[config.mk]
export PLATFORM = sky130hd
export DESIGN_NAME = speed_ramp_with_braking_top
export DESIGN_NICKNAME = d
export VERILOG_FILES = /design/src/rtl/srb_pkg.sv /design/src/rtl/speed_ramp_with_braking_top.sv /design/src/rtl/srb_sqrt.sv
export VERILOG_INCLUDE_DIRS = /design/src /design/src/rtl
export SDC_FILE = /design/constraint.sdc
export NUM_CORES = 2
export LEC_CHECK = 0
export BUFFER_PORTS_ARGS = -buffer_cell sky130_fd_sc_hd__buf_2
export CAP_MARGIN = 20
export CORE_ASPECT_RATIO = 1.2
export CORE_UTILIZATION = 50
export DETAILED_ROUTE_END_ITERATION = 16
export PLACE_DENSITY = 0.69
export SLEW_MARGIN = 0
export SYNTH_ARGS = -nofsm -noshare
export SYNTH_HDL_FRONTEND = slang
export SYNTH_SLANG_ARGS = --single-unit
[constraint.sdc]
create_clock -name clk -period 7.3 [get_ports clk]
set_input_delay 1.46 -clock clk [delete_from_list [all_inputs] [get_ports clk]]
set_output_delay 1.46 -clock clk [all_outputs]
set_load 0.005 [all_outputs]
[src/rtl/assert_macros.svh]
// Assertion macros shared by the speed ramp RTL modules.
`ifndef ASSERT_MACROS_SVH
`define ASSERT_MACROS_SVH

// Implication checked on every rising clock edge outside reset.
`define SRB_ASSERT(name, clk, rst_n, prop, msg) \
  name: assert property (@(posedge clk) disable iff (!rst_n) prop) else $error(msg);

// Invariant checked on every rising clock edge outside reset.
`define SRB_ALWAYS(name, clk, rst_n, expr, msg) \
  name: assert property (@(posedge clk) disable iff (!rst_n) (expr)) else $error(msg);

`endif

[src/rtl/srb_pkg.sv]
// Package with the types and constants of the speed ramp with braking block.
package srb_pkg;

  localparam int unsigned DataW    = 32;
  localparam int unsigned StepW    = 31;
  localparam int unsigned ProdW    = 64;
  localparam int unsigned RootW    = 32;
  localparam int unsigned RemW     = 35;
  localparam int unsigned IterCnt  = 32;
  localparam int unsigned IterW    = 5;
  localparam int unsigned CfgIdxW  = 2;
  localparam int unsigned InDataW  = 96;
  localparam int unsigned InUserW  = 2;

  localparam logic [StepW-1:0]   ACCEL_RESET = 31'd65536;
  localparam logic [StepW-1:0]   DECEL_RESET = 31'd65536;
  localparam logic [CfgIdxW-1:0] REG_ACCEL   = 2'd0;
  localparam logic [CfgIdxW-1:0] REG_DECEL   = 2'd1;
  localparam logic [IterW-1:0]   ITER_LAST   = 5'(IterCnt - 1);

  typedef enum logic [8:0] {
    ST_IDLE  = 9'b000000001,
    ST_SYNC  = 9'b000000010,
    ST_STEP  = 9'b000000100,
    ST_CLAMP = 9'b000001000,
    ST_MUL   = 9'b000010000,
    ST_GO    = 9'b000100000,
    ST_ROOT  = 9'b001000000,
    ST_CAP   = 9'b010000000,
    ST_OUT   = 9'b100000000
  } state_t;

  typedef struct packed {
    logic             start;
    logic [ProdW-1:0] radicand;
  } sqrt_req_t;

  typedef struct packed {
    logic             busy;
    logic             done;
    logic [RootW-1:0] root;
  } sqrt_rsp_t;

endpackage

[src/rtl/speed_ramp_with_braking_top.sv]
// Top level of the speed ramp with braking: sequencer, ramp arithmetic and ports.
//
//   channel   direction  beat contents
//   in_       slave      tuser: reset_request, distance_valid; tdata: goal, measured, distance
//   out_      master     tdata: ramped_speed
//   cfg_      slave      cfg_index, cfg_data; always ready
//
// An item runs sync, step, clamp and, with braking, mul, go, root and cap states, then out.
// A reset request goes from idle straight to out. in_tready is high only while the sequencer is idle.
// The next item is accepted while a result still waits in the output register.
// Reset (synchronous, active low) clears the ramp and loads both step registers with 1.0.
`include "assert_macros.svh"

module speed_ramp_with_braking_top (
  input  logic                          clk,
  input  logic                          rst_n,
  input  logic                          in_tvalid,
  output logic                          in_tready,
  // [31:0] goal_speed, [63:32] measured_speed, [95:64] remaining_distance
  input  logic [srb_pkg::InDataW-1:0]   in_tdata,
  // [0] reset_request, [1] distance_valid
  input  logic [srb_pkg::InUserW-1:0]   in_tuser,
  output logic                          out_tvalid,
  input  logic                          out_tready,
  // [31:0] ramped_speed
  output logic [srb_pkg::DataW-1:0]     out_tdata,
  input  logic                          cfg_valid,
  output logic                          cfg_ready,
  input  logic [srb_pkg::CfgIdxW-1:0]   cfg_index,
  input  logic [srb_pkg::DataW-1:0]     cfg_data
);

  srb_pkg::state_t state_r, state_nxt;

  logic        [srb_pkg::StepW-1:0] accel_r, decel_r;
  logic signed [srb_pkg::DataW-1:0] ramp_value_r, ramp_value_nxt;
  logic signed [srb_pkg::DataW-1:0] r_r, r_nxt;
  logic signed [srb_pkg::DataW-1:0] goal_r, goal_nxt;
  logic signed [srb_pkg::DataW-1:0] meas_r, meas_nxt;
  logic        [srb_pkg::DataW-1:0] absd_r, absd_nxt;
  logic                             dvalid_r, dvalid_nxt;
  logic        [srb_pkg::ProdW-1:0] prod_r, prod_nxt;
  logic                             out_tvalid_r, out_tvalid_nxt;
  logic        [srb_pkg::DataW-1:0] out_tdata_r, out_tdata_nxt;

  srb_pkg::sqrt_req_t sqrt_req;
  srb_pkg::sqrt_rsp_t sqrt_rsp;

  logic signed [srb_pkg::DataW-1:0] in_goal, in_meas, in_dist;
  logic signed [srb_pkg::DataW:0]   dist_ext, dist_abs;
  logic signed [srb_pkg::DataW:0]   d_mr, d_gr, d_gm;
  logic signed [srb_pkg::DataW+1:0] sum;
  logic        [srb_pkg::StepW-1:0] step;
  logic signed [srb_pkg::DataW:0]   r_abs;
  logic                             out_free;

  assign in_goal = in_tdata[31:0];
  assign in_meas = in_tdata[63:32];
  assign in_dist = in_tdata[95:64];

  assign dist_ext = {in_dist[srb_pkg::DataW-1], in_dist};
  assign dist_abs = dist_ext[srb_pkg::DataW] ? -dist_ext : dist_ext;

  assign d_mr = {meas_r[srb_pkg::DataW-1], meas_r} - {r_r[srb_pkg::DataW-1], r_r};
  assign d_gr = {goal_r[srb_pkg::DataW-1], goal_r} - {r_r[srb_pkg::DataW-1], r_r};
  assign d_gm = {goal_r[srb_pkg::DataW-1], goal_r} - {meas_r[srb_pkg::DataW-1], meas_r};

  assign step = ((meas_r > 0 && d_gm < 0) || (meas_r < 0 && d_gm > 0)) ? decel_r : accel_r;
  assign sum  = (d_gm >= 0) ? ({{2{r_r[srb_pkg::DataW-1]}}, r_r} + {3'b000, step})
                            : ({{2{r_r[srb_pkg::DataW-1]}}, r_r} - {3'b000, step});
  assign r_abs = r_r[srb_pkg::DataW-1] ? -{r_r[srb_pkg::DataW-1], r_r}
                                       : {r_r[srb_pkg::DataW-1], r_r};

  assign out_free = !out_tvalid_r || out_tready;

  assign sqrt_req.start    = (state_r == srb_pkg::ST_GO);
  assign sqrt_req.radicand = prod_r;

  srb_sqrt u_sqrt (
    .clk   (clk),
    .rst_n (rst_n),
    .req   (sqrt_req),
    .rsp   (sqrt_rsp)
  );

  always_comb begin
    state_nxt      = state_r;
    r_nxt          = r_r;
    goal_nxt       = goal_r;
    meas_nxt       = meas_r;
    absd_nxt       = absd_r;
    dvalid_nxt     = dvalid_r;
    prod_nxt       = prod_r;
    ramp_value_nxt = ramp_value_r;
    out_tdata_nxt  = out_tdata_r;
    out_tvalid_nxt = out_tvalid_r && !out_tready;
    case (state_r)
      srb_pkg::ST_IDLE: begin
        if (in_tvalid) begin
          goal_nxt   = in_goal;
          meas_nxt   = in_meas;
          absd_nxt   = dist_abs[srb_pkg::DataW-1:0];
          dvalid_nxt = in_tuser[1];
          if (in_tuser[0]) begin
            r_nxt     = '0;
            state_nxt = srb_pkg::ST_OUT;
          end else begin
            r_nxt     = ramp_value_r;
            state_nxt = srb_pkg::ST_SYNC;
          end
        end
      end
      srb_pkg::ST_SYNC: begin
        if ((d_mr > 0 && d_gr > 0) || (d_mr < 0 && d_gr < 0)) begin
          r_nxt = meas_r;
        end
        state_nxt = srb_pkg::ST_STEP;
      end
      srb_pkg::ST_STEP: begin
        if (sum[srb_pkg::DataW+1:srb_pkg::DataW-1] == 3'b000 ||
            sum[srb_pkg::DataW+1:srb_pkg::DataW-1] == 3'b111) begin
          r_nxt = sum[srb_pkg::DataW-1:0];
        end else if (sum[srb_pkg::DataW+1]) begin
          r_nxt = 32'sh8000_0000;
        end else begin
          r_nxt = 32'sh7FFF_FFFF;
        end
        state_nxt = srb_pkg::ST_CLAMP;
      end
      srb_pkg::ST_CLAMP: begin
        if ((d_gm > 0 && d_gr < 0) || (d_gm < 0 && d_gr > 0)) begin
          r_nxt = goal_r;
        end
        state_nxt = dvalid_r ? srb_pkg::ST_MUL : srb_pkg::ST_OUT;
      end
      srb_pkg::ST_MUL: begin
        prod_nxt  = {decel_r, 1'b0} * absd_r;
        state_nxt = srb_pkg::ST_GO;
      end
      srb_pkg::ST_GO: begin
        state_nxt = srb_pkg::ST_ROOT;
      end
      srb_pkg::ST_ROOT: begin
        if (sqrt_rsp.done) begin
          state_nxt = srb_pkg::ST_CAP;
        end
      end
      srb_pkg::ST_CAP: begin
        if ({1'b0, r_abs[srb_pkg::DataW-1:0]} > {1'b0, sqrt_rsp.root}) begin
          r_nxt = r_r[srb_pkg::DataW-1] ? -sqrt_rsp.root : sqrt_rsp.root;
        end
        state_nxt = srb_pkg::ST_OUT;
      end
      srb_pkg::ST_OUT: begin
        if (out_free) begin
          out_tdata_nxt  = r_r;
          out_tvalid_nxt = 1'b1;
          ramp_value_nxt = r_r;
          state_nxt      = srb_pkg::ST_IDLE;
        end
      end
      default: begin
        state_nxt = srb_pkg::ST_IDLE;
      end
    endcase
  end

  always_ff @(posedge clk) begin
    if (!rst_n) begin
      state_r      <= srb_pkg::ST_IDLE;
      ramp_value_r <= '0;
      out_tvalid_r <= 1'b0;
      accel_r      <= srb_pkg::ACCEL_RESET;
      decel_r      <= srb_pkg::DECEL_RESET;
    end else begin
      state_r      <= state_nxt;
      ramp_value_r <= ramp_value_nxt;
      out_tvalid_r <= out_tvalid_nxt;
      if (cfg_valid && cfg_index == srb_pkg::REG_ACCEL) begin
        accel_r <= cfg_data[srb_pkg::StepW-1:0];
      end
      if (cfg_valid && cfg_index == srb_pkg::REG_DECEL) begin
        decel_r <= cfg_data[srb_pkg::StepW-1:0];
      end
    end
    r_r         <= r_nxt;
    goal_r      <= goal_nxt;
    meas_r      <= meas_nxt;
    absd_r      <= absd_nxt;
    dvalid_r    <= dvalid_nxt;
    prod_r      <= prod_nxt;
    out_tdata_r <= out_tdata_nxt;
  end

  assign in_tready  = (state_r == srb_pkg::ST_IDLE);
  assign out_tvalid = out_tvalid_r;
  assign out_tdata  = out_tdata_r;
  assign cfg_ready  = 1'b1;

  `SRB_ASSERT(a_one_item, clk, rst_n, (in_tvalid && in_tready) |=> !in_tready, "item overlap")
  `SRB_ALWAYS(a_start_idle, clk, rst_n, !(sqrt_req.start && sqrt_rsp.busy), "sqrt restarted")
  `SRB_ALWAYS(a_out_ramp, clk, rst_n, !out_tvalid_r || out_tdata_r == ramp_value_r,
              "result differs from ramp state")

endmodule

[src/rtl/srb_sqrt.sv]
// Iterative integer square root, two radicand bits per cycle.
`include "assert_macros.svh"

module srb_sqrt (
  input  logic              clk,
  input  logic              rst_n,
  input  srb_pkg::sqrt_req_t req,
  output srb_pkg::sqrt_rsp_t rsp
);

  logic [srb_pkg::ProdW-1:0] n_r, n_nxt;
  logic [srb_pkg::RemW-1:0]  rem_r, rem_nxt;
  logic [srb_pkg::RootW-1:0] root_r, root_nxt;
  logic [srb_pkg::IterW-1:0] cnt_r, cnt_nxt;
  logic                      busy_r, busy_nxt;
  logic                      done_r, done_nxt;

  logic [srb_pkg::RemW-1:0]  rem_sh;
  logic [srb_pkg::RemW-1:0]  trial;

  assign rem_sh = {rem_r[srb_pkg::RemW-3:0], n_r[srb_pkg::ProdW-1 -: 2]};
  assign trial  = {1'b0, root_r, 2'b01};

  always_comb begin
    n_nxt    = n_r;
    rem_nxt  = rem_r;
    root_nxt = root_r;
    cnt_nxt  = cnt_r;
    busy_nxt = busy_r;
    done_nxt = 1'b0;
    if (req.start && !busy_r) begin
      n_nxt    = req.radicand;
      rem_nxt  = '0;
      root_nxt = '0;
      cnt_nxt  = '0;
      busy_nxt = 1'b1;
    end else if (busy_r) begin
      n_nxt = {n_r[srb_pkg::ProdW-3:0], 2'b00};
      if (rem_sh >= trial) begin
        rem_nxt  = rem_sh - trial;
        root_nxt = {root_r[srb_pkg::RootW-2:0], 1'b1};
      end else begin
        rem_nxt  = rem_sh;
        root_nxt = {root_r[srb_pkg::RootW-2:0], 1'b0};
      end
      cnt_nxt = cnt_r + 1'b1;
      if (cnt_r == srb_pkg::ITER_LAST) begin
        busy_nxt = 1'b0;
        done_nxt = 1'b1;
      end
    end
  end

  always_ff @(posedge clk) begin
    if (!rst_n) begin
      busy_r <= 1'b0;
      done_r <= 1'b0;
      cnt_r  <= '0;
    end else begin
      busy_r <= busy_nxt;
      done_r <= done_nxt;
      cnt_r  <= cnt_nxt;
    end
    n_r    <= n_nxt;
    rem_r  <= rem_nxt;
    root_r <= root_nxt;
  end

  assign rsp.busy = busy_r;
  assign rsp.done = done_r;
  assign rsp.root = root_r;

  `SRB_ALWAYS(a_done_not_busy, clk, rst_n, !(done_r && busy_r), "sqrt done while busy")
  `SRB_ASSERT(a_start_busy, clk, rst_n, (req.start && !busy_r) |=> busy_r, "sqrt did not start")
  `SRB_ASSERT(a_fell_done, clk, rst_n, $fell(busy_r) |-> done_r, "sqrt stopped without done")

endmodule

Word-level counts from Yosys, hierarchy flattened
Cells that the tools add are included.
{"block": "word_totals", "regBits": 463, "input_bits": 137, "word_cells": 118, "output_inout_bits": 35}
{"block": "op_classes", "n_eq_ne": 18, "order_cmp": 11, "mux": 29, "bitwise_logic": 2, "add_sub_neg": 10, "n_mul": 1, "reduce_logical": 28}
{"op": "$mux 32", "n": 9}
{"op": "$pmux 32 s5", "n": 1}
{"op": "$sub 32x32->33", "n": 4}
{"op": "$mux 64", "n": 2}
{"op": "$gt 33x1->1 const B", "n": 3}
{"op": "$lt 33x1->1 const B", "n": 3}
{"op": "$neg 32->32", "n": 3}
{"op": "$pmux 9 s9", "n": 1}
{"op": "$mul 31x32->63", "n": 1}
{"op": "$mux 31", "n": 2}
{"op": "$mux 9", "n": 5}
{"op": "$ge 35x34->1", "n": 1}
{"op": "$mux 34", "n": 1}
{"op": "$add 32x32->33", "n": 1}
{"op": "$ge 33x1->1 const B", "n": 1}
{"op": "$mux 33", "n": 1}
{"op": "$sub 33x33->33", "n": 1}
{"op": "$gt 32x1->1 const B", "n": 1}
{"op": "$gt 32x32->1", "n": 1}
{"op": "$lt 32x1->1 const B", "n": 1}
{"op": "$logic_and 1x1->1", "n": 10}
{"op": "$ne 2x2->1 const B", "n": 5}
{"op": "$eq 9x1->1 const B", "n": 1}
{"op": "$eq 9x2->1 const B", "n": 1}
{"op": "25 further kinds", "n": 39}

Logic depth before layout (Yosys ltp)
{"block": "logic_depth", "word_depth": 11, "depth_mapped": 39, "ltp_nobuf": 36}

Hierarchy
A second synthesis with hierarchy kept.
{"block": "unflattened", "cells_unflattened": 6908, "hier_area_um2": 61921.9}
{"mod": "speed_ramp_with_braking_top", "area_per_inst_um2": 54413.4, "n_inst": 1, "cells_each": 6157}
{"mod": "srb_sqrt", "area_per_inst_um2": 7508.5, "n_inst": 1, "cells_each": 751}

Worst setup path after synthesis
Ideal clock, no wire load.
{"block": "synth_path", "path_kind": "register to register", "startpoint": "register meas_r[0] in the netlist's numbering", "endpoint": "register r_r[0] in the netlist's numbering, data pin", "setup_slack_ns": -0.578, "t_required_ns": 7.041, "n_path_buf": 2, "setup_ns": 0.259, "arrival_time_ns": 7.619, "path_stages_with_launch": 33, "path_cell_list": "edfxtp_1 -> ha_1 -> fa_1 -> nand2b_1 -> a211oi_1 -> o41ai_2 -> a311oi_2 -> o31ai_2 -> a31o_4 -> mux2_4 -> a21oi_2 -> buf_4 -> buf_2 -> mux2_2 -> inv_2 -> ha_1 -> nor3b_1 -> and2_1 -> nor4b_1 -> a311oi_1 -> xnor2_1 -> ha_1 -> a2111oi_0 -> and3_1 -> o21ai_1 -> a21oi_1 -> a21oi_2 -> a211oi_2 -> o41ai_1 -> a21oi_1 -> nor2_1 -> o311a_1 -> a211o_1"}
{"block": "synth_via", "elab_chain_len": 11, "elab_cells_between_ends": 20, "classes_between": "add/sub (3); order compare (5); eq/ne (1); mux (6); reduce/logical (5)"}
{"element": "start: declaration", "line_no": "speed_ramp_with_braking_top.sv:39", "source": "logic signed [srb_pkg::DataW-1:0] meas_r, meas_nxt;"}
{"element": "start signal: assignment", "line_no": "speed_ramp_with_braking_top.sv:188", "source": "meas_r <= meas_nxt;"}
{"element": "$sub 32x32->33", "line_no": "speed_ramp_with_braking_top.sv:66", "source": "assign d_gm = {goal_r[srb_pkg::DataW-1], goal_r} - {meas_r[srb_pkg::DataW-1], meas_r};"}
{"element": "$lt 33x1->1 / $gt 33x1->1 (equally long branches)", "line_no": "speed_ramp_with_braking_top.sv:68", "source": "assign step = ((meas_r > 0 && d_gm < 0) || (meas_r < 0 && d_gm > 0)) ? decel_r : accel_r;"}
{"element": "$logic_and 1x1->1", "line_no": "speed_ramp_with_braking_top.sv:68"}
{"element": "$logic_or 1x1->1", "line_no": "speed_ramp_with_braking_top.sv:68"}
{"element": "$mux 31", "line_no": "speed_ramp_with_braking_top.sv:68"}
{"element": "$sub 32x32->33 / $add 32x32->33 (equally long branches)", "line_no": "speed_ramp_with_braking_top.sv:70, speed_ramp_with_braking_top.sv:69"}
{"element": "$mux 34", "line_no": "speed_ramp_with_braking_top.sv:69", "source": "assign sum = (d_gm >= 0) ? ({{2{r_r[srb_pkg::DataW-1]}}, r_r} + {3'b000, step})"}
{"element": "$eq 3x3->1 / $logic_not 3->1 (equally long branches)", "line_no": "speed_ramp_with_braking_top.sv:121, speed_ramp_with_braking_top.sv:120"}
{"element": "$logic_or 1x1->1", "line_no": "speed_ramp_with_braking_top.sv:120", "source": "if (sum[srb_pkg::DataW+1:srb_pkg::DataW-1] == 3'b000 ||"}
{"element": "$mux 32", "line_no": "speed_ramp_with_braking_top.sv:120"}
{"element": "$pmux 32 s5 (*)", "line_no": "speed_ramp_with_braking_top.sv:97", "source": "case (state_r)"}
{"element": "named net r_nxt (one bit)", "line_no": "speed_ramp_with_braking_top.sv:37", "source": "logic signed [srb_pkg::DataW-1:0] r_r, r_nxt;"}
{"element": "end signal: assignment", "line_no": "speed_ramp_with_braking_top.sv:186", "source": "r_r <= r_nxt;"}
{"element": "end: declaration", "line_no": "speed_ramp_with_braking_top.sv:37"}
Mark *: on every way through the listed nets, which the timed path passes. The rest lies on a longest branch. The select of a mux whose other input is x is not followed.
A chain may end at the register's enable or synchronous reset.

Worst setup path after layout
{"block": "layout_path", "startpoint": "register absd_r[12] in the netlist's numbering", "endpoint": "register prod_r[57] in the netlist's numbering, data pin"}
{"block": "layout_via", "elab_chain_len": 1}
{"element": "start: declaration", "line_no": "speed_ramp_with_braking_top.sv:40", "source": "logic [srb_pkg::DataW-1:0] absd_r, absd_nxt;"}
{"element": "start signal: assignment", "line_no": "speed_ramp_with_braking_top.sv:189", "source": "absd_r <= absd_nxt;"}
{"element": "$mul 31x32->63", "line_no": "speed_ramp_with_braking_top.sv:137", "source": "prod_nxt = {decel_r, 1'b0} * absd_r;"}
{"element": "end signal: assignment", "line_no": "speed_ramp_with_braking_top.sv:191", "source": "prod_r <= prod_nxt;"}
{"element": "end: declaration", "line_no": "speed_ramp_with_braking_top.sv:42", "source": "logic [srb_pkg::ProdW-1:0] prod_r, prod_nxt;"}
Every way passes these cells.

==> results.json <==
{
  "status": "complete, but fails checks",
  "violations": "setup timing",
  "grt_max_degree": 87,
  "synth_area_per_cell_um2": 8.94,
  "seq_area_mm2": 0.0122,
  "drtIter0Drc": 3553,
  "skew_ns": 0.0858,
  "cts-root-buf": "clkbuf_16",
  "drt_pass1_iterations": 7,
  "cts_buffers": 53,
  "antenna_found_initial": 17,
  "setup_viol": 55,
  "synth-main-ff-cell": "edfxtp_1",
  "ys_ff_latch": 463,
  "clk_pin_slew_ns": 0.07,
  "cts_tree": "done",
  "crit_slowest_cell": "fa_1",
  "cp-end-kind": "flop",
  "drv_cap": 0,
  "die_width_um": 322,
  "fin_nets": 8946,
  "max_freq_mhz": 127,
  "finalHoldViolCount": 0,
  "start_util": 0.506,
  "overflow": 0,
  "synth_cells": 6891,
  "hold_path_class": "reg -> reg",
  "async_flop_share": 0,
  "yosys_warnings": 0,
  "period_needed_ns": 7.90,
  "dieArea_mm2": 0.125,
  "fin_area_mm2": 0.0728,
  "placed_area_mm2": 0.0689,
  "port_buffers": 169,
  "slew_violations": 0,
  "core-area_mm2": 0.122,
  "rows": 140,
  "gp_congestion": 1.00,
  "fill_cells": 10400,
  "rsz0062_at_grt": "yes",
  "drc": 0,
  "tns_ns": -24.19,
  "cp_max_fo": 7,
  "h-tree-depth": 2,
  "die_height_um": 387,
  "final_cell_mix": "1,230 x nand2_1, 1,043 x inv_1, 852 x fa_1",
  "ys_types": 101,
  "worst_ep_arrival_time_ns": 8.33,
  "yosysSeqAreaShare": 0.197,
  "routedWlPerCell_um": 20.7,
  "crit_path_max_incr_delay_ns": 0.53,
  "synth_edf_count": 287,
  "syn_to_final_growth_pct": 18.2,
  "vias_per_cell": 5.61,
  "dp_hpwl_mm": 154,
  "grt_pass1_vias": 53300,
  "worstMarginPinSlew_ns": 0.854,
  "multi_input_area_mm2": 0.0455,
  "critPathRequiredTime_ns": 7.73,
  "slew_headroom": 0.431,
  "final_common_cell": "nand2_1",
  "detail-route-antenna-nets": 0,
  "grt_first_pass_wirelength_mm": 295,
  "grt.total_usage": 0.306,
  "ios": 172,
  "finalWorstSetupSlack_ns": -0.602,
  "cp-start-kind": "flop",
  "syn-num-nets": 8356,
  "vdd_drop_max_uv": 253,
  "cts_sinks": 463,
  "crit_top_cell": "fa_1",
  "routed-via-count": 51400,
  "clk-insertion-delay-late_ns": 0.70,
  "drive_gt1_frac": 0.179,
  "crit_type": "reg -> reg",
  "postLayoutCoreUtil": 0.598,
  "p_leak_nw": 32.5,
  "netlist_area_mm2": 0.0616,
  "powerDensity_mw_per_mm2": 229,
  "period_share": 1.08,
  "clock_path_buffers": 3,
  "finalWirelength_mm": 190
}
-- final timing paths --
| path | slack (ns) | endpoint | cells after the start | start |
|---|---|---|---|---|
| setup reg to reg | -0.60 | prod_r[57]$_DFFE_PP_ | 32 | absd_r[12]$_DFFE_PP_ |
| hold reg to reg | 0.46 | ramp_value_r[11]$_SDFFE_PN0P_ | 2 | ramp_value_r[11]$_SDFFE_PN0P_ |
| hold / removal | 0.46 | ramp_value_r[11]$_SDFFE_PN0P_ | 2 | ramp_value_r[11]$_SDFFE_PN0P_ |
| setup / recovery | -0.60 | prod_r[57]$_DFFE_PP_ | 32 | absd_r[12]$_DFFE_PP_ |
-- cells in the mapped netlist, drive strengths merged (12+ instances only) --
library cell,n,area share
nand3,62,0.0050
or3,37,0.0038
and3,21,0.0022
nor3,57,0.0046
nand2b,57,0.0058
xor2,60,0.0085
a22o,34,0.0048
o21a,50,0.0061
nand4,50,0.0051
a211oi,35,0.0049
ha,458,0.093
buf,36,0.0031
nor4,34,0.0035
nor2b,37,0.0038
inv,1059,0.065
and2,264,0.027
o31ai,45,0.0056
mux2i,50,0.0082
o41ai,17,0.0028
edfxtp,287,0.14
o22ai,12,0.0012
nor2,250,0.015
nand3b,15,0.0018
dfxtp,176,0.057
o21bai,18,0.0022
a211o,13,0.0018
a31oi,40,0.0041
a2111oi,14,0.0023
o211ai,27,0.0034
fa,870,0.28
xnor2,199,0.029
a21oi,249,0.021
a21boi,105,0.013
a21o,76,0.0093
clkbuf,317,0.019
nand2,1245,0.076
o21ai,288,0.023
or4,13,0.0016
mux2,74,0.014
-- stage by stage --
| step | cells | power [mW] | hold slack, ns | setup WS, ns |
|---|---|---|---|---|
| detailed placement | 8992 | 13.1 | 0.454 | -1.06 |
| CTS | 9119 | 16.2 | 0.465 | -0.542 |
| floorplan | 6891 | 9.50 | 0.432 | -0.0236 |
| global placement | 8992 | 13.0 | 0.447 | -0.995 |
| global route | 9159 | 17.8 | 0.486 | -0.867 |
| finish | 9166 | 16.7 | 0.464 | -0.602 |
-- kinds of logic (layout without fill, tap and decap cells) --
logic type	Yosys count	in the layout	share of synthesized area
multiplexers	124	124	0.0218
other	1	11	0.0000609
AO/OA/AOI/OAI	1117	1117	0.120
AND/OR/NAND/NOR	2187	2188	0.161
buffers and inverters	1412	2043	0.0870
adder cells (fa/ha/maj)	1328	1328	0.376
XOR/XNOR	259	259	0.0371
flip-flops	463	463	0.197
-- layer usage --
layer	vias up	global-route usage	wire [µm]
met5	-	0	54
met4	8	0.151	10200
met3	478	0.0442	13500
met2	1880	0.515	91900
met1	25500	0.381	74300
li1	23500	-	-
-- worst max-delay path, delay by kind of cell (launching register included) --
kind	cells	cell delay (ns)
AO/OA/AOI/OAI	11	1.81
XOR/XNOR	1	0.13
adder cells (fa/ha/maj)	9	4.24
buffers and inverters	9	0.85
flip-flops	1	0.39
AND/OR/NAND/NOR	2	0.24
-- report_power, final --
part | leakage (nW) | switching [mW] | internal (mW)
Combinational | 27.5 | 5.79 | 4.72
Sequential | 4.13 | 0.274 | 3.13
Clock | 0.869 | 1.23 | 1.51
Total | 32.5 | 7.29 | 9.37
-- flip-flops by register name, indices dropped and copies added, names as in the netlist, 32 cells and up --
register / flops
goal_r: 32
prod_r: 63
r_r: 32
ramp_value_r: 32
u_sqrt.root_r: 32
meas_r: 32
absd_r: 32
u_sqrt.rem_r: 33
out_tdata: 32
u_sqrt.n_r: 63
-- cell type report --
cell class / count / share of cell area
Inverter: 1059 / 0.0546
Clock buffer: 68 / 0.0206
Multi-Input combinational cell: 5017 / 0.625
Tap cell: 1633 / 0.0281
Timing Repair Buffer: 887 / 0.100
Antenna cell: 10 / 0.000344
Clock inverter: 29 / 0.00364
Sequential cell: 463 / 0.167
-- repair_timing --
action / CTS / global route
gates resized for setup: 147 / 206
hold buffers: 0 / 0
endpoints found under the setup margin: 60 / 61
gates cloned: 2 / 7
pin swaps: 93 / 97
hold endpoints to repair: 0 / 0
setup buffers: 29 / 36
No activity file was read; power rests on OpenSTA's default activity.
